<file path="src/nwt_pkg.sv">
package nwt_pkg;

  localparam int MAX_WAYPOINTS = 1024;
  localparam int ADDR_W        = $clog2(MAX_WAYPOINTS);
  localparam int CNT_W         = $clog2(MAX_WAYPOINTS + 1);
  localparam int COORD_W       = 24;
  localparam int DIFF_W        = COORD_W + 1;
  localparam int ID_W          = 16;
  localparam int PREV_W        = ID_W + 1;
  localparam int WSPAN_W       = PREV_W + 1;
  localparam int DIST_W        = 50;
  localparam int WIN_W         = 4;
  localparam int KIND_W        = 2;

  localparam logic [WIN_W-1:0] WINDOW_RESET = WIN_W'(5);

  typedef enum logic [KIND_W-1:0] {
    KIND_START = 2'd0,
    KIND_LOAD  = 2'd1,
    KIND_QUERY = 2'd2
  } kind_t;

  typedef enum logic [2:0] {
    ST_IDLE,
    ST_READ,
    ST_SQX,
    ST_SQY,
    ST_ACC,
    ST_DONE
  } state_t;

  typedef struct packed {
    logic [ID_W-1:0]           id;
    logic signed [COORD_W-1:0] y;
    logic signed [COORD_W-1:0] x;
  } word_t;

  typedef struct packed {
    logic              wr_en;
    logic              rd_en;
    logic [ADDR_W-1:0] addr;
    word_t             wdata;
  } mem_req_t;

  typedef struct packed {
    logic prod_en;
    logic sel_y;
    logic acc_en;
  } dist_ctl_t;

endpackage

</file>
<file path="src/nwt_ctrl.sv">
module nwt_ctrl (
  input  logic                               clk,
  input  logic                               rst_n,
  input  logic                               in_valid,
  output logic                               in_ready,
  input  logic [nwt_pkg::KIND_W-1:0]         in_kind,
  input  logic signed [nwt_pkg::COORD_W-1:0] in_coord_x,
  input  logic signed [nwt_pkg::COORD_W-1:0] in_coord_y,
  input  logic [nwt_pkg::ID_W-1:0]           in_point_id,
  input  logic [nwt_pkg::WIN_W-1:0]          window_half,
  output nwt_pkg::mem_req_t                  mem_req,
  input  nwt_pkg::word_t                     mem_rdata,
  output nwt_pkg::dist_ctl_t                 dctl,
  output logic signed [nwt_pkg::COORD_W-1:0] px,
  output logic signed [nwt_pkg::COORD_W-1:0] py,
  input  logic [nwt_pkg::DIST_W-1:0]         sum,
  output logic                               out_valid,
  input  logic                               out_ready,
  output logic                               out_found,
  output logic [nwt_pkg::ID_W-1:0]           out_nearest_id,
  output logic [nwt_pkg::DIST_W-1:0]         out_dist_sq
);
  import nwt_pkg::*;

  state_t                    state_r;
  state_t                    state_nxt;
  logic [CNT_W-1:0]          count_r;
  logic                      scanned_r;
  logic signed [PREV_W-1:0]  prev_r;
  logic [ADDR_W-1:0]         idx_r;
  logic [ADDR_W-1:0]         hi_r;
  logic signed [COORD_W-1:0] px_r;
  logic signed [COORD_W-1:0] py_r;
  logic                      found_r;
  logic [ID_W-1:0]           best_id_r;
  logic [DIST_W-1:0]         best_d_r;
  logic                      out_valid_r;
  logic                      out_found_r;
  logic [ID_W-1:0]           out_id_r;
  logic [DIST_W-1:0]         out_dist_r;

  logic                      full;
  logic                      out_free;
  logic                      last;
  logic                      better;
  logic signed [WSPAN_W-1:0] lo_s;
  logic signed [WSPAN_W-1:0] hi_s;
  logic signed [WSPAN_W-1:0] top_s;
  logic signed [WSPAN_W-1:0] lo_c;
  logic signed [WSPAN_W-1:0] hi_c;
  logic                      empty;

  assign full     = (count_r >= CNT_W'(MAX_WAYPOINTS));
  assign out_free = !out_valid_r || out_ready;
  assign last     = (idx_r == hi_r);
  assign better   = !found_r || (sum < best_d_r);

  // search window from the previous nearest id; the whole table until the first query after start or reset
  always_comb begin
    lo_s  = {prev_r[PREV_W-1], prev_r} - WSPAN_W'(window_half);
    hi_s  = {prev_r[PREV_W-1], prev_r} + WSPAN_W'(window_half);
    top_s = WSPAN_W'(count_r) - WSPAN_W'(1);
    if (!scanned_r) begin
      lo_c = '0;
      hi_c = top_s;
    end else begin
      lo_c = (lo_s < 0) ? WSPAN_W'(0) : lo_s;
      hi_c = (hi_s > top_s) ? top_s : hi_s;
    end
    empty = (hi_c < lo_c);
  end

  always_comb begin
    state_nxt = state_r;
    case (state_r)
      ST_IDLE: begin
        if (in_valid && in_kind == KIND_QUERY) begin
          state_nxt = empty ? ST_DONE : ST_READ;
        end
      end
      ST_READ: state_nxt = ST_SQX;
      ST_SQX:  state_nxt = ST_SQY;
      ST_SQY:  state_nxt = ST_ACC;
      ST_ACC:  state_nxt = last ? ST_DONE : ST_SQX;
      ST_DONE: begin
        if (out_free) begin
          state_nxt = ST_IDLE;
        end
      end
      default: state_nxt = ST_IDLE;
    endcase
  end

  always_comb begin
    in_ready      = (state_r == ST_IDLE);
    mem_req.wr_en = in_ready && in_valid && (in_kind == KIND_LOAD) && !full;
    mem_req.rd_en = (state_r == ST_READ) || (state_r == ST_ACC && !last);
    case (state_r)
      ST_IDLE: mem_req.addr = count_r[ADDR_W-1:0];
      ST_ACC:  mem_req.addr = idx_r + ADDR_W'(1);
      default: mem_req.addr = idx_r;
    endcase
    mem_req.wdata = '{id: in_point_id, y: in_coord_y, x: in_coord_x};
    dctl.prod_en  = (state_r == ST_SQX) || (state_r == ST_SQY);
    dctl.sel_y    = (state_r == ST_SQY);
    dctl.acc_en   = (state_r == ST_SQY);
  end

  always_ff @(posedge clk) begin
    if (!rst_n) begin
      state_r     <= ST_IDLE;
      count_r     <= '0;
      scanned_r   <= 1'b0;
      prev_r      <= '1;
      found_r     <= 1'b0;
      out_valid_r <= 1'b0;
    end else begin
      state_r <= state_nxt;
      if (out_valid_r && out_ready && state_r != ST_DONE) begin
        out_valid_r <= 1'b0;
      end
      case (state_r)
        ST_IDLE: begin
          if (in_valid) begin
            case (in_kind)
              KIND_START: begin
                count_r   <= '0;
                scanned_r <= 1'b0;
                prev_r    <= '1;
              end
              KIND_LOAD: begin
                if (!full) begin
                  count_r <= count_r + CNT_W'(1);
                end
              end
              KIND_QUERY: begin
                px_r      <= in_coord_x;
                py_r      <= in_coord_y;
                scanned_r <= 1'b1;
                idx_r     <= lo_c[ADDR_W-1:0];
                hi_r      <= hi_c[ADDR_W-1:0];
                found_r   <= 1'b0;
              end
              default: ;
            endcase
          end
        end
        ST_ACC: begin
          if (better) begin
            found_r   <= 1'b1;
            best_d_r  <= sum;
            best_id_r <= mem_rdata.id;
          end
          if (!last) begin
            idx_r <= idx_r + ADDR_W'(1);
          end
        end
        ST_DONE: begin
          if (out_free) begin
            out_valid_r <= 1'b1;
            out_found_r <= found_r;
            out_id_r    <= found_r ? best_id_r : '0;
            out_dist_r  <= found_r ? best_d_r : '0;
            prev_r      <= found_r ? {1'b0, best_id_r} : '1;
          end
        end
        default: ;
      endcase
    end
  end

  assign px             = px_r;
  assign py             = py_r;
  assign out_valid      = out_valid_r;
  assign out_found      = out_found_r;
  assign out_nearest_id = out_id_r;
  assign out_dist_sq    = out_dist_r;

`ifndef SYNTHESIS
  a_count_bound: assert property (@(posedge clk) disable iff (!rst_n)
    count_r <= CNT_W'(MAX_WAYPOINTS))
    else $error("entry count beyond table size");

  a_read_in_table: assert property (@(posedge clk) disable iff (!rst_n)
    mem_req.rd_en |-> (CNT_W'(mem_req.addr) < count_r))
    else $error("read of an entry past the fill count");

  a_scan_in_window: assert property (@(posedge clk) disable iff (!rst_n)
    (state_r == ST_ACC) |-> (idx_r <= hi_r))
    else $error("scan index past window end");

  a_result_posted: assert property (@(posedge clk) disable iff (!rst_n)
    (state_r == ST_DONE && out_free) |=> (out_valid_r && state_r == ST_IDLE))
    else $error("finished search did not post a word");

  a_prev_tracks: assert property (@(posedge clk) disable iff (!rst_n)
    (state_r == ST_DONE && out_free && found_r) |=>
      (prev_r == {1'b0, $past(best_id_r)}))
    else $error("previous nearest not updated from result");
`endif

endmodule

</file>
<file path="config.mk">
export PLATFORM = sky130hd
export DESIGN_NAME = nwt_ctrl
export DESIGN_NICKNAME = d
export VERILOG_FILES = /design/src/nwt_pkg.sv /design/src/nwt_ctrl.sv
export SDC_FILE = /design/constraint.sdc
export NUM_CORES = 1
export LEC_CHECK = 0
export BUFFER_PORTS_ARGS = -buffer_cell sky130_fd_sc_hd__clkbuf_2
export CAP_MARGIN = 30
export CELL_PAD_IN_SITES_DETAIL_PLACEMENT = 1
export CELL_PAD_IN_SITES_GLOBAL_PLACEMENT = 1
export CORE_ASPECT_RATIO = 0.8
export CORE_MARGIN = 2
export CORE_UTILIZATION = 25
export CTS_CLUSTER_SIZE = 8
export DETAILED_ROUTE_END_ITERATION = 7
export HOLD_SLACK_MARGIN = 0.15
export PLACE_DENSITY = 0.62
export SLEW_MARGIN = 30
export SYNTH_ARGS = -nofsm -noshare
export SYNTH_HDL_FRONTEND = slang
export SYNTH_SLANG_ARGS = --single-unit
</file>
<file path="constraint.sdc">
create_clock -name clk -period 8.4 [get_ports clk]
set_input_delay 0.42 -clock clk [delete_from_list [all_inputs] [get_ports clk]]
set_output_delay 0.42 -clock clk [all_outputs]
set_load 0.1 [all_outputs]
</file>
==> metrics <==
Synth Area per Inst=11.4 um2; Post-synth ARST share=0%; Net Sw Frac=between 30% and 40%; Slowest Stage Delay on Critical Path=about 580 ps; Crit. path cell count=25; RSZ-0062 raised after global routing=no; kind of critical path=flop to flop; initial core utilization=between 20% and 30%; Storage cell area=~6700 um2; max_slew headroom=39.1%; CTS buffer count=35; crit path max fanout=17; pwr/cell area=~200 nW/um2; cells on worst reg2reg path=25; Startpoint Class=flop; Reg2Reg Setup Slack=2260 ps; Pint=2250 uW; Worst Setup SP=prev_r[1]; nets@finish=1,729; Ports=~380; CTS Root Cell=clkbuf_16; Comb power frac=between 20% and 30%; final WL=37,200 um; critical path arrival=6600 ps; fin area=16,300 um2; Post-synth EDFFs=201; DR vias/cell=roughly 4.4; Placer Congestion=0.817; Worst Setup End Kind=flop; synthesized cell area=12,400 um2; Top delay family on crit path=simple AND/OR/NAND/NOR gates; Setup Total Neg Slack=0 ps; Ys Warns=0; Die Y=203 um; placed inst area=14,200 um2; CP bufs+invs=2; Area contributors post-synth=edfxtp_1, ha_1, dfxtp_1, buf_4, and2_1; top-count cell post-synth=edfxtp_1; Synth top cells by count=edfxtp_1, nand2_1, ha_1, inv_1, and2_1; synthesized flop and latch total=235; Clock power frac=39.0%; clk_lat worst skew=530 ps; fill cell count=5,565; core area=49,400 um2; overall die width=253 um; vias in the first global route=10,100; Site Rows=73; crit path to=state_r[2]; Finished Layout Cells=2,136; IO Port Bufs=303; Multi-input gate area=4730 um2; Max Cap Violations=0; P&R area growth vs syn=31.4%; initial antenna violation count=3; Initial DRC Count=about 430; hold path cells=4; reg2reg end=state_r[2]; clock sink count=235; hpwl dp=27,000 um; synth unique cells=about 70; area fraction of the dominant cell type after synthesis=48.6%; Worst-path clk slew=60 ps; Syn Inst Count=around 1,100; pre-CTS worst setup slack=roughly 2100 ps; Synthesized Nets=between 1,000 and 1,500; final setup margin=2260 ps; area leader, netlist=edfxtp_1; Slew @ Worst Pin=911 ps; NetSw=1020 uW; H-tree levels=2; Final ANT Viol Nets=0; WL per Instance=17.4 um; Worst Skew=20.2 ps; via count=9,372; deepest clock path buffer count=3; status=completed; Seq/Total Area, Yosys=between 50% and 60%; final-report setup violation count=0; worst endpoint required time=8860 ps; post-CTS setup buffers=0; highest clock rate=0.163 GHz; fin. max-slew vios=0; Inst Count DP=about 2,000; static leakage=0.00695 uW; reg-to-reg startpoint=prev_r[1]; DRC Markers=0; Final Cycle Share=73.1%; maximum vdd ir drop=0.126 mV; Final Hold Fails=0; Detailed Routing Iterations Pass 1=4; worst hold-check path type=primary input to flop; prevailing post-synth register cell=edfxtp_1; GRT Residual Overflow=0; Tot GR Track Use=approximately 14%; WHS=approximately 310 ps; sequential share of power=40.3%; die area=between 50,000 and 60,000 um2; share of cells above drive strength 1=25.7%; pin count of the biggest net entering global routing=71; CTS tree=done; first-pass GRT wire length=57,400 um; Slowest cell on crit path=nor2_4; minimum clock period=6140 ps
==> cells in the final DEF, fill, tap and decap left out, types with 5 or more instances in the layout <==
cell	Yosys	layout
clkbuf_1	30	14
clkbuf_2	0	303
o21ai_1	10	10
dfxtp_1	34	33
a21o_1	10	10
and3_1	7	6
or3_1	6	6
nor2_1	39	39
edfxtp_1	201	201
o21a_1	7	7
ha_1	95	95
a21oi_1	41	41
and2_1	70	69
mux2i_1	24	24
dlygate4sd3_1	0	114
o211ai_1	6	6
clkbuf_16	0	35
o22ai_1	7	6
xor2_1	30	30
buf_4	67	8
inv_1	85	85
and4_1	5	5
nand2_1	103	103
o21ai_0	34	34
nand4_1	18	18
nor2b_1	10	10
nand3_1	31	31
xnor2_1	31	31
nor3_1	18	18
==> registers in the layout, summed over array words and instances (netlist names) <==
signal,count
px,24
scanned_r,1
prev_r,17
best_id_r,16
found_r,1
best_d_r,50
state_r,3
py,24
count_r,11
out_found,1
out_valid,1
out_dist_sq,50
idx_r,10
hi_r,10
out_nearest_id,16
==> power by group through the flow <==
stage               Sequential, uW  Combinational (uW)  Clock, uW
floorplan                     1370                 503          0
global placement              1340                 623          0
detailed placement            1340                 635          0
CTS                           1320                 681       1330
global route                  1320                 737       1380
finish                        1320                 678       1280
==> layer usage <==
| layer | track usage (%) | wire length, um | vias up |
|---|---|---|---|
| met5 | 0 | 13 | - |
| met4 | 3.97 | 794 | 2 |
| met3 | 4.71 | 3010 | 51 |
| met2 | 23.3 | 17100 | 265 |
| met1 | 18.2 | 16300 | 4565 |
| li1 | - | - | 4489 |
==> layout make-up <==
cell class / count / share of cell area (%)
Clock buffer: 49 / 5.69
Antenna cell: 3 / 0.0460
Sequential cell: 235 / 41.2
Tap cell: 675 / 5.17
Timing Repair Buffer: 426 / 16.8
Inverter: 85 / 1.95
Clock inverter: 2 / 0.176
Multi-Input combinational cell: 661 / 29.0
==> worst register-to-register path, delay by kind of cell (launching register included) <==
| kind | cells | cell delay, ps |
|---|---|---|
| XOR/XNOR | 1 | 180 |
| flip-flops | 1 | 440 |
| adder cells (fa/ha/maj) | 3 | 1090 |
| AND/OR/NAND/NOR | 9 | 2470 |
| multiplexers | 1 | 370 |
| buffers and inverters | 2 | 200 |
| AO/OA/AOI/OAI | 9 | 1340 |
==> cell families (layout without fill, tap and decap cells) <==
family,after synthesis,count (layout),share of synthesized area [%]
XOR/XNOR,61,61,4.30
AO/OA/AOI/OAI,146,146,7.44
adder cells (fa/ha/maj),97,97,9.89
AND/OR/NAND/NOR,333,333,14.2
other,0,3,0
buffers and inverters,195,562,8.16
multiplexers,24,24,1.93
flip-flops,235,235,54.1
==> what timing repair did <==
item / 4_1_cts / 5_1_grt
endpoints found under the hold margin: 114 / 0
endpoints found under the setup margin: 0 / 0
resized for setup: 0 / 0
hold buffers: 114 / 0
==> metrics by stage <==
step                      util [%]  total power [uW]
final                         33.0              3270
after global routing          33.0              3440
after CTS                     33.0              3330
after detailed placement      28.8              1980
after global placement        28.7              1960
after floorplan                  -              1870
==> worst min path at each step <==
| stage | from | endpoint |
|---|---|---|
| 6_report | out_ready | out_valid |
| 5_1_grt | rst_n | state_r[2] |
| 3_3_place_gp | best_id_r[15] | prev_r[15] |
| 4_1_cts | out_ready | out_valid |
| 2_1_floorplan | best_id_r[7] | prev_r[7] |
| 3_5_place_dp | best_id_r[7] | prev_r[7] |
(Power assumes the default switching activity.)
