--- src/nwt_pkg.sv ---
package nwt_pkg;

  localparam int MAX_WAYPOINTS = 1024;
  localparam int ADDR_W        = $clog2(MAX_WAYPOINTS);
  localparam int CNT_W         = $clog2(MAX_WAYPOINTS + 1);
  localparam int COORD_W       = 24;
  localparam int DIFF_W        = COORD_W + 1;
  localparam int ID_W          = 16;
  localparam int PREV_W        = ID_W + 1;
  localparam int WSPAN_W       = PREV_W + 1;
  localparam int DIST_W        = 50;
  localparam int WIN_W         = 4;
  localparam int KIND_W        = 2;

  localparam logic [WIN_W-1:0] WINDOW_RESET = WIN_W'(5);

  typedef enum logic [KIND_W-1:0] {
    KIND_START = 2'd0,
    KIND_LOAD  = 2'd1,
    KIND_QUERY = 2'd2
  } kind_t;

  typedef enum logic [2:0] {
    ST_IDLE,
    ST_READ,
    ST_SQX,
    ST_SQY,
    ST_ACC,
    ST_DONE
  } state_t;

  typedef struct packed {
    logic [ID_W-1:0]           id;
    logic signed [COORD_W-1:0] y;
    logic signed [COORD_W-1:0] x;
  } word_t;

  typedef struct packed {
    logic              wr_en;
    logic              rd_en;
    logic [ADDR_W-1:0] addr;
    word_t             wdata;
  } mem_req_t;

  typedef struct packed {
    logic prod_en;
    logic sel_y;
    logic acc_en;
  } dist_ctl_t;

endpackage

--- src/nwt_dist_unit.sv ---
module nwt_dist_unit (
  input  logic                              clk,
  input  nwt_pkg::dist_ctl_t                ctl,
  input  logic signed [nwt_pkg::COORD_W-1:0] px,
  input  logic signed [nwt_pkg::COORD_W-1:0] py,
  input  nwt_pkg::word_t                    entry,
  output logic [nwt_pkg::DIST_W-1:0]        sum
);
  import nwt_pkg::*;

  logic signed [DIFF_W-1:0] diff;
  logic [DIFF_W-1:0]        mag;
  logic [2*DIFF_W-1:0]      sq;
  logic [DIST_W-1:0]        prod_r;
  logic [DIST_W-1:0]        acc_r;

  // one squarer shared by the x and y terms
  always_comb begin
    if (ctl.sel_y) begin
      diff = DIFF_W'(py) - DIFF_W'(entry.y);
    end else begin
      diff = DIFF_W'(px) - DIFF_W'(entry.x);
    end
    mag = diff[DIFF_W-1] ? DIFF_W'(-diff) : DIFF_W'(diff);
    sq  = mag * mag;
  end

  always_ff @(posedge clk) begin
    if (ctl.prod_en) begin
      prod_r <= DIST_W'(sq);
    end
    if (ctl.acc_en) begin
      acc_r <= prod_r;
    end
  end

  assign sum = acc_r + prod_r;

endmodule

--- config.mk ---
export PLATFORM = sky130hd
export DESIGN_NAME = nwt_dist_unit
export DESIGN_NICKNAME = d
export VERILOG_FILES = /design/src/nwt_pkg.sv /design/src/nwt_dist_unit.sv
export SDC_FILE = /design/constraint.sdc
export NUM_CORES = 1
export LEC_CHECK = 0
export BUFFER_PORTS_ARGS = -buffer_cell sky130_fd_sc_hd__buf_2
export CAP_MARGIN = 5
export CORE_MARGIN = 3
export CORE_UTILIZATION = 63
export CTS_CLUSTER_SIZE = 25
export DETAILED_ROUTE_END_ITERATION = 10
export HOLD_SLACK_MARGIN = 0.03
export PLACE_DENSITY = 0.88
export SKIP_CTS_REPAIR_TIMING = 1
export SLEW_MARGIN = 20
export SYNTH_ARGS = -nofsm -noshare
export SYNTH_HDL_FRONTEND = slang
export SYNTH_SLANG_ARGS = --single-unit
--- constraint.sdc ---
create_clock -name clk -period 16.15 [get_ports clk]
set_clock_uncertainty 0.05 [all_clocks]
set_input_delay 3.23 -clock clk [delete_from_list [all_inputs] [get_ports clk]]
set_output_delay 3.23 -clock clk [all_outputs]
set_load 0.1 [all_outputs]
==> flow_results.org, run 1 <==
** Die
- DIE AREA :: 43480 µm²
- 166 I/O pins were placed.
- Starting density of the core :: 0.6445
- The floorplan step set the die width to 208.5 µm.
- From bottom edge to top edge, the die measures 208.5 µm.
- Row count :: 73
- Placeable Area :: 40100 µm²

** Placed design
- Post-DP HPWL :: 53.96 mm
- DP Worst Slack :: 1.345 ns
- Port Buffer Count :: 149
- Cell count after placement :: 3474
- Routability-driven placement finished with a final weighted congestion of 0.9849.

** Worst hold path
- Type of the tightest min-delay check :: reg -> reg

** STA
- Hold Vio Cnt, Final :: 0
- Setup repair after global routing left no endpoint under its margin.
- Tightest slew margin relative to the limit :: 0.3240
- In the finished design, the share of the clock period the worst path needs comes to 0.9053.
- Setup violators final :: 0
- The final max-slew violation count is 0.
- Final worst setup slack :: 1.529 ns
- Subtracting the final worst setup slack from the clock period gives 14.62 ns.
- Tightest Pin Transition :: 1.014 ns
- Timing-limited maximum frequency :: 68.39 MHz
- Setup total negative slack :: 0 ns
- Hold Slack :: 0.4107 ns

** Setup path
- Number of buffers and inverters on the critical path :: 8
- CP max FO :: 28
- The worst setup path is captured at a register.
- Worst setup path class :: in -> reg
- Data arrives at the worst endpoint at 14.68 ns.
- Required arrival time at the worst endpoint :: 16.21 ns
- Cell type with the highest occurrence count on the critical path :: sky130_fd_sc_hd__fa_1
- Broken down by cell family, the worst path's largest delay share belongs to compound AO/OA/AOI/OAI gates.
- In this design, the stage delay of the slowest critical-path cell is 0.67 ns.
- On the critical path, the stage with the largest delay is an instance of sky130_fd_sc_hd__o21a_1.
- The worst setup path is launched from an input port.

** Finish
- 0 antenna diodes ended up in the layout.
- After the last flow step, the layout net total stands at 3823.
- Synthesis-to-finish area growth :: 7.210%
- The finished layout holds 3491 standard cells, fillers aside.
- Of the cells placed in the final design, the portion with a size suffix greater than 1 is 0.08833.
- The multi-input combinational cells in the finished layout cover a total of 20230 µm².
- Count of fill cells added during filler insertion :: 2828
- The sequential cells in the finished layout cover a total of 2943 µm².

** Detailed routing
- Dividing the detail-routed via count by the number of cells gives 5.825.
- The final layout contains routed wiring with a total length of 65.17 mm.
- Number of nets with antenna violations after routing :: 0
- For this run, design rule violations remaining after detail routing come to 0.
- The routed layout has 20340 vias.
- For this block, the initial DRC count from the detailed router was 1664.
- After detailed routing, the average wire length per cell comes to 18.67 µm.
- Length of the first detailed-routing pass in iterations :: 6

** Global route
- Global-route wire length before repair :: 107.6 mm
- The initial antenna violation count is 0.
- Overall routing resource usage :: 0.3048
- Maximum number of pins on one net before global-route repair :: 50
- Grt ovf :: 0
- Vias in the first global route :: 22280

** Job
- Number of maximum-capacitance violations :: 0

** Synth
- Each instance of the synthesized netlist takes up on average 9.190 µm².
- Yosys mapped a number of flops with a built-in enable equal to 98.
- Count of state elements after synthesis :: 98
- Among all flip-flop cells after synthesis, the most frequent one is sky130_fd_sc_hd__edfxtp_1.
- Synthesized instance count :: 2812
- Total of warnings raised by yosys :: 0
- Number of library cell types mapped by synthesis :: 95
- The cell area that synthesis handed to floorplanning was 25840 µm².
- Post-synth ARST share :: 0
- Seq/Total Area, Yosys :: 0.1139

** Run status
- Status :: completed

** Clocking
- TritonCTS built the clock tree.
- Max clock buf depth :: 2
- In this run, CTS created clock tree buffers numbering 9.
- After clock tree synthesis, the clock-pin slew on the worst setup and hold paths is 0.07 ns.
- Total number of H-tree levels :: 3
- Clock latency on the worst-skew pair :: 0.35 ns
- Clock Root Buffer :: sky130_fd_sc_hd__clkbuf_16
- For this design, the sink count on the clock tree is 98.
## layout by cell type (no fill, tap or decap), types with 7 or more instances in the layout
cell type / count
sky130_fd_sc_hd__inv_1: 661
sky130_fd_sc_hd__fa_1: 470
sky130_fd_sc_hd__ha_1: 276
sky130_fd_sc_hd__nor2_1: 269
sky130_fd_sc_hd__nand2_1: 182
sky130_fd_sc_hd__buf_2: 148
sky130_fd_sc_hd__a21oi_1: 114
sky130_fd_sc_hd__edfxtp_1: 98
sky130_fd_sc_hd__xnor2_1: 82
sky130_fd_sc_hd__o21ai_0: 66
sky130_fd_sc_hd__a21o_1: 47
sky130_fd_sc_hd__buf_4: 43
sky130_fd_sc_hd__xor2_1: 38
sky130_fd_sc_hd__nand2b_1: 37
sky130_fd_sc_hd__o21a_1: 33
sky130_fd_sc_hd__nor2b_1: 30
sky130_fd_sc_hd__nor3_1: 30
sky130_fd_sc_hd__nand3_1: 25
sky130_fd_sc_hd__conb_1: 18
sky130_fd_sc_hd__nand4_1: 17
sky130_fd_sc_hd__and2_1: 16
sky130_fd_sc_hd__a31oi_1: 16
sky130_fd_sc_hd__o21bai_1: 16
sky130_fd_sc_hd__mux2i_1: 12
sky130_fd_sc_hd__a211oi_1: 10
sky130_fd_sc_hd__o31ai_1: 10
sky130_fd_sc_hd__o21ai_1: 9
sky130_fd_sc_hd__clkbuf_16: 9
sky130_fd_sc_hd__and3_1: 8
sky130_fd_sc_hd__o211ai_1: 8
sky130_fd_sc_hd__xor2_2: 7
sky130_fd_sc_hd__inv_2: 7
## metrics by stage
step	util	area, µm²
floorplan	-	25900
global placement	0.6832	27400
detailed placement	0.6832	27400
CTS	0.6904	27680
global route	0.6909	27700
finish	0.6909	27700
## path summary, 6_finish.rpt
kind	slack, ns	depth (start not counted)	start	endpoint
worst min register to register	0.41	0	prod_r[10]	acc_r[10]
worst min-delay path	0.41	0	prod_r[10]	acc_r[10]
worst max-delay path	1.53	40	px[2]	prod_r[48]
worst max register to register	15.37	0	prod_r[14]	acc_r[14]
## per-layer routing
| layer | GRT usage | share of wire | up-vias | wire length, µm |
|---|---|---|---|---|
| met1 | 0.3749 | 0.38 | 9866 | 24570 |
| met2 | 0.5190 | 0.48 | 1076 | 31230 |
| met3 | 0.07343 | 0.10 | 245 | 6546 |
| met4 | 0.1239 | 0.043 | 0 | 2818 |
| met5 | 0 | 0 | - | 0 |
| li1 | - | - | 9149 | - |
## registers in the layout, indices dropped and copies added (netlist names)
signal	cells
acc_r	49
prod_r	49
## logic make-up (layout without fill, tap and decap cells)
group | Yosys count | in the layout | share of synthesized area
simple gates | 664 | 664 | 0.1179
buf+inv | 738 | 876 | 0.1080
xor+xnor | 133 | 133 | 0.04677
mux | 19 | 19 | 0.008134
other cells | 2 | 18 | 0.0002906
compound gates | 412 | 412 | 0.1072
flops | 98 | 98 | 0.1139
fa+ha+maj | 746 | 746 | 0.4977
## cells in the mapped netlist, types with 12 or more instances
| library cell | n | area share |
|---|---|---|
| sky130_fd_sc_hd__a21o_1 | 47 | 0.014 |
| sky130_fd_sc_hd__ha_1 | 276 | 0.13 |
| sky130_fd_sc_hd__a21oi_1 | 114 | 0.022 |
| sky130_fd_sc_hd__o21a_1 | 33 | 0.0096 |
| sky130_fd_sc_hd__nand3_1 | 25 | 0.0048 |
| sky130_fd_sc_hd__buf_2 | 16 | 0.0031 |
| sky130_fd_sc_hd__and2_1 | 16 | 0.0039 |
| sky130_fd_sc_hd__clkbuf_1 | 49 | 0.0071 |
| sky130_fd_sc_hd__nor2b_1 | 30 | 0.0073 |
| sky130_fd_sc_hd__fa_1 | 470 | 0.36 |
| sky130_fd_sc_hd__a31oi_1 | 16 | 0.0039 |
| sky130_fd_sc_hd__o21ai_0 | 67 | 0.013 |
| sky130_fd_sc_hd__mux2i_1 | 12 | 0.0046 |
| sky130_fd_sc_hd__nand2_1 | 182 | 0.026 |
| sky130_fd_sc_hd__xnor2_1 | 87 | 0.029 |
| sky130_fd_sc_hd__o21bai_1 | 16 | 0.0046 |
| sky130_fd_sc_hd__edfxtp_1 | 98 | 0.11 |
| sky130_fd_sc_hd__xor2_1 | 41 | 0.014 |
| sky130_fd_sc_hd__nor3_1 | 30 | 0.0058 |
| sky130_fd_sc_hd__nand2b_1 | 37 | 0.0090 |
| sky130_fd_sc_hd__nor2_1 | 269 | 0.039 |
| sky130_fd_sc_hd__nand4_1 | 17 | 0.0041 |
| sky130_fd_sc_hd__inv_1 | 661 | 0.096 |
## area by class of cell
class / instances / area share
multi-input combinational: 1992 / 0.7302
sequential: 98 / 0.1062
inverter: 668 / 0.09051
timing repair buffer: 192 / 0.03911
tap: 525 / 0.02371
clock buffer: 9 / 0.008129
clock inverter: 7 / 0.002168
Power of run 1 is left out: the tool's default activity adds up to more than one toggle a clock period on the data nets, which glitch-free logic cannot reach.
==> run 2, diff against run 1 <==
Settings changed: CORE_UTILIZATION 63 to 58, CTS_CLUSTER_SIZE 25 to 24, PLACE_DENSITY 0.88 to 0.86.
Clock period 16.15 ns to 12.5 ns, I/O delays scaled along.
==> run 2 against run 1 <==
Net effect: cell area is 10% higher; final cell count is 10% higher; count of clock-buffer cells in the layout stayed put; setup slack worse by 1.4 ns; non-clock buffer count is 299 higher; via count is 6.6% higher; worst hold slack worse by 0.0048 ns; first-iteration DRC count is 0.66% lower; critical endpoint is now prod_r[43].
==> flow_results.org, run 2 (synthesized netlist as in run 1, its figures left out) <==
** Run status
- The flow ran to the end, and the final reports show no timing, DRC or antenna violations.

** Detailed routing
- Sum of met3 wire segment lengths after detailed routing :: 6.572 mm (+0.40%)
- Highest metal layer with signal wires :: met5
- Post-detailed-route DRC marker count :: 0 (unchanged)
- The number of violations reported at the end of detailed-routing iteration 0 was 1653 (-0.66%).
- Detailed Route WL :: 70.76 mm (+8.6%)
- The via total after detailed routing is 21680 (+6.6%).
- The met1 wire length was 26.81 mm (+9.1%).
- Number of nets with antenna violations after routing :: 0 (unchanged)
- The first-pass detailed-route iteration total is 8 (+2).
- The mean number of vias per cell is 5.633 (-3.3%).
- The wire length on met2 is 34.47 mm (+10%).
- WL per Instance :: 18.38 µm (-1.5%)

** Die
- Starting density of the core :: 0.5933 (-0.05112)
- The area of the die is 47120 µm² (+8.4%).
- The number of top-level design ports was 166 (unchanged).
- The die width came to 217.1 µm (+4.1%).
- The site row count was 76 (+4.1%).
- Die height :: 217.1 µm (+4.1%)
- Placeable Area :: 43550 µm² (+8.6%)

** Setup path
- Peak per-stage delay on the critical path :: 0.58 ns (-0.09 ns)
- Sort of element at the end of the critical path :: register
- The critical path in this run is classified as in -> reg.
- Required arrival time at the worst endpoint :: 12.54 ns (-3.67 ns)
- The maximum fanout along the worst path is 5 (-82%).
- Cell at the slowest stage of the critical path :: sky130_fd_sc_hd__or4b_4
- The data arrival time of the critical path was 12.38 ns (-2.30 ns).
- Worst-case register-to-register setup slack :: 11.75 ns (-3.62 ns)
- STA classifies the critical path startpoint as an input port.
- Cell type with the highest occurrence count on the critical path :: sky130_fd_sc_hd__fa_1

** STA
- Final Critical Period :: 12.34 ns
- RSZ-0062 raised after global routing :: yes
- Tightest Pin Transition :: 1.057 ns (+0.04280 ns)
- Setup violators final :: 0 (unchanged)
- Final Slew Violations :: 0 (unchanged)
- Final cycle utilization of the critical path :: 0.9869
- The final number of hold-violating endpoints came to 0 (unchanged).
- Tightest slew margin relative to the limit :: 0.2954 (-0.02853)
- Based on the critical path, the design can be clocked at up to 81.06 MHz.
- Final worst setup slack :: 0.1640 ns (-1.365 ns)
- The final hold slack is 0.4059 ns (-0.004815 ns).

** Placed design
- Routability cong. :: 0.9877 (+0.28%)
- DP Worst Slack :: -0.6600 ns (-2.005 ns)
- Cell count after placement :: 3817 (+9.9%)
- Port Buffer Count :: 149 (unchanged)
- The placed wire-length estimate after detailed placement is 59.87 mm (+11%).

** Finish
- Commonest cells after routing, fill and taps aside :: sky130_fd_sc_hd__inv_1 (653), sky130_fd_sc_hd__fa_1 (461), sky130_fd_sc_hd__buf_4 (328), sky130_fd_sc_hd__ha_1 (269), sky130_fd_sc_hd__nor2_1 (263)
- The fraction of layout cells with a size suffix above 1 came to 0.1949 (+0.1065).
- Post-layout instance count excluding filler cells :: 3849 (+10%)
- The antenna cell count is 0 (unchanged).
- Compared with the post-synthesis result, the final layout area differs by 18.22%.
- The number of nets in the finished design was 4122 (+7.8%).
- Largest registers :: acc_r: 49 flops, prod_r: 49 flops
- Most frequent standard cell in the layout excluding fill and tap cells :: sky130_fd_sc_hd__inv_1
- The post-layout utilization of the core came to 0.7014 (+0.01050).

** Clocking
- Max clock buf depth :: 2 (unchanged)
- TritonCTS Buffers :: 9 (unchanged)
- TritonCTS clock tree :: done
- Total number of H-tree levels :: 3 (unchanged)
- The clock-pin slew on the worst setup and hold paths is 0.06 ns (about the same).
- The tree is rooted in a sky130_fd_sc_hd__clkbuf_16.
- The clock sink total is 98 (unchanged).
- Clock latency on the worst-skew pair :: 0.34 ns (about the same)

** Global route
- The number of global-route vias before repair was 23480 (+5.4%).
- The global-route usage over all layers is 0.3003 (-0.004435).
- The largest net degree at the start of global routing is 50 (unchanged).
- Antenna violations before repair :: 2 (+2)
- The overall overflow remaining after global route is 0 (unchanged).
- The wire length of the first global-routing pass is 114.1 mm (+6.0%).

** Job
- Number of maximum-capacitance violations :: 0 (unchanged)

** Worst hold path
- Type of the tightest min-delay check :: reg -> reg
-- run 2: changes by cell type in the layout (fill, tap and decap cells not counted), moves of 7 or more --
cell,change
sky130_fd_sc_hd__a21oi_1,-10
sky130_fd_sc_hd__a21oi_2,+9
sky130_fd_sc_hd__buf_4,+285
sky130_fd_sc_hd__buf_6,+9
sky130_fd_sc_hd__fa_1,-9
sky130_fd_sc_hd__fa_2,+9
sky130_fd_sc_hd__ha_1,-7
sky130_fd_sc_hd__inv_1,-8
sky130_fd_sc_hd__inv_2,+7
-- run 2: path summary, 6_finish.rpt --
kind / startpoint / to / depth (start not counted)
hold / removal: prod_r[21] / acc_r[21] / 0
hold reg to reg: prod_r[21] / acc_r[21] / 0
setup reg to reg: prod_r[0] / acc_r[0] / 0
setup / recovery: entry[1] / prod_r[43] / 42
-- run 2: area by class of cell --
type	instances	area (µm²)
Clock inverter	6	66.31
Clock buffer	9	225.2
Fill cell	3073	13000
Tap cell	585	732.0
Timing Repair Buffer	491	3425
Inverter	668	2511
Sequential cell	98	2943
Multi-Input combinational cell	1992	20650
-- run 2: metrics by stage --
step	cell area (µm²)	TNS, ns
6_report	30550	0
5_1_grt	30550	-0.5691
4_1_cts	29920	-1.237
3_5_place_dp	29630	-4.049
3_3_place_gp	29630	-1.588
2_1_floorplan	25900	0
-- run 2: layer usage --
layer | vias to the layer above | global-route usage
met5 | - | 0
met4 | 4 | 0.1105
met3 | 244 | 0.05543
met2 | 1142 | 0.5216
met1 | 10540 | 0.3767
li1 | 9750 | -
-- run 2: worst max-delay path: cells and delay by family --
kind,cells,cell delay (ns)
fa+ha+maj,9,4.00
compound gates,14,2.87
simple gates,5,1.48
buf+inv,10,0.78
xor+xnor,3,0.52
mux,1,0.21
Power of run 2 is left out for the same reason.
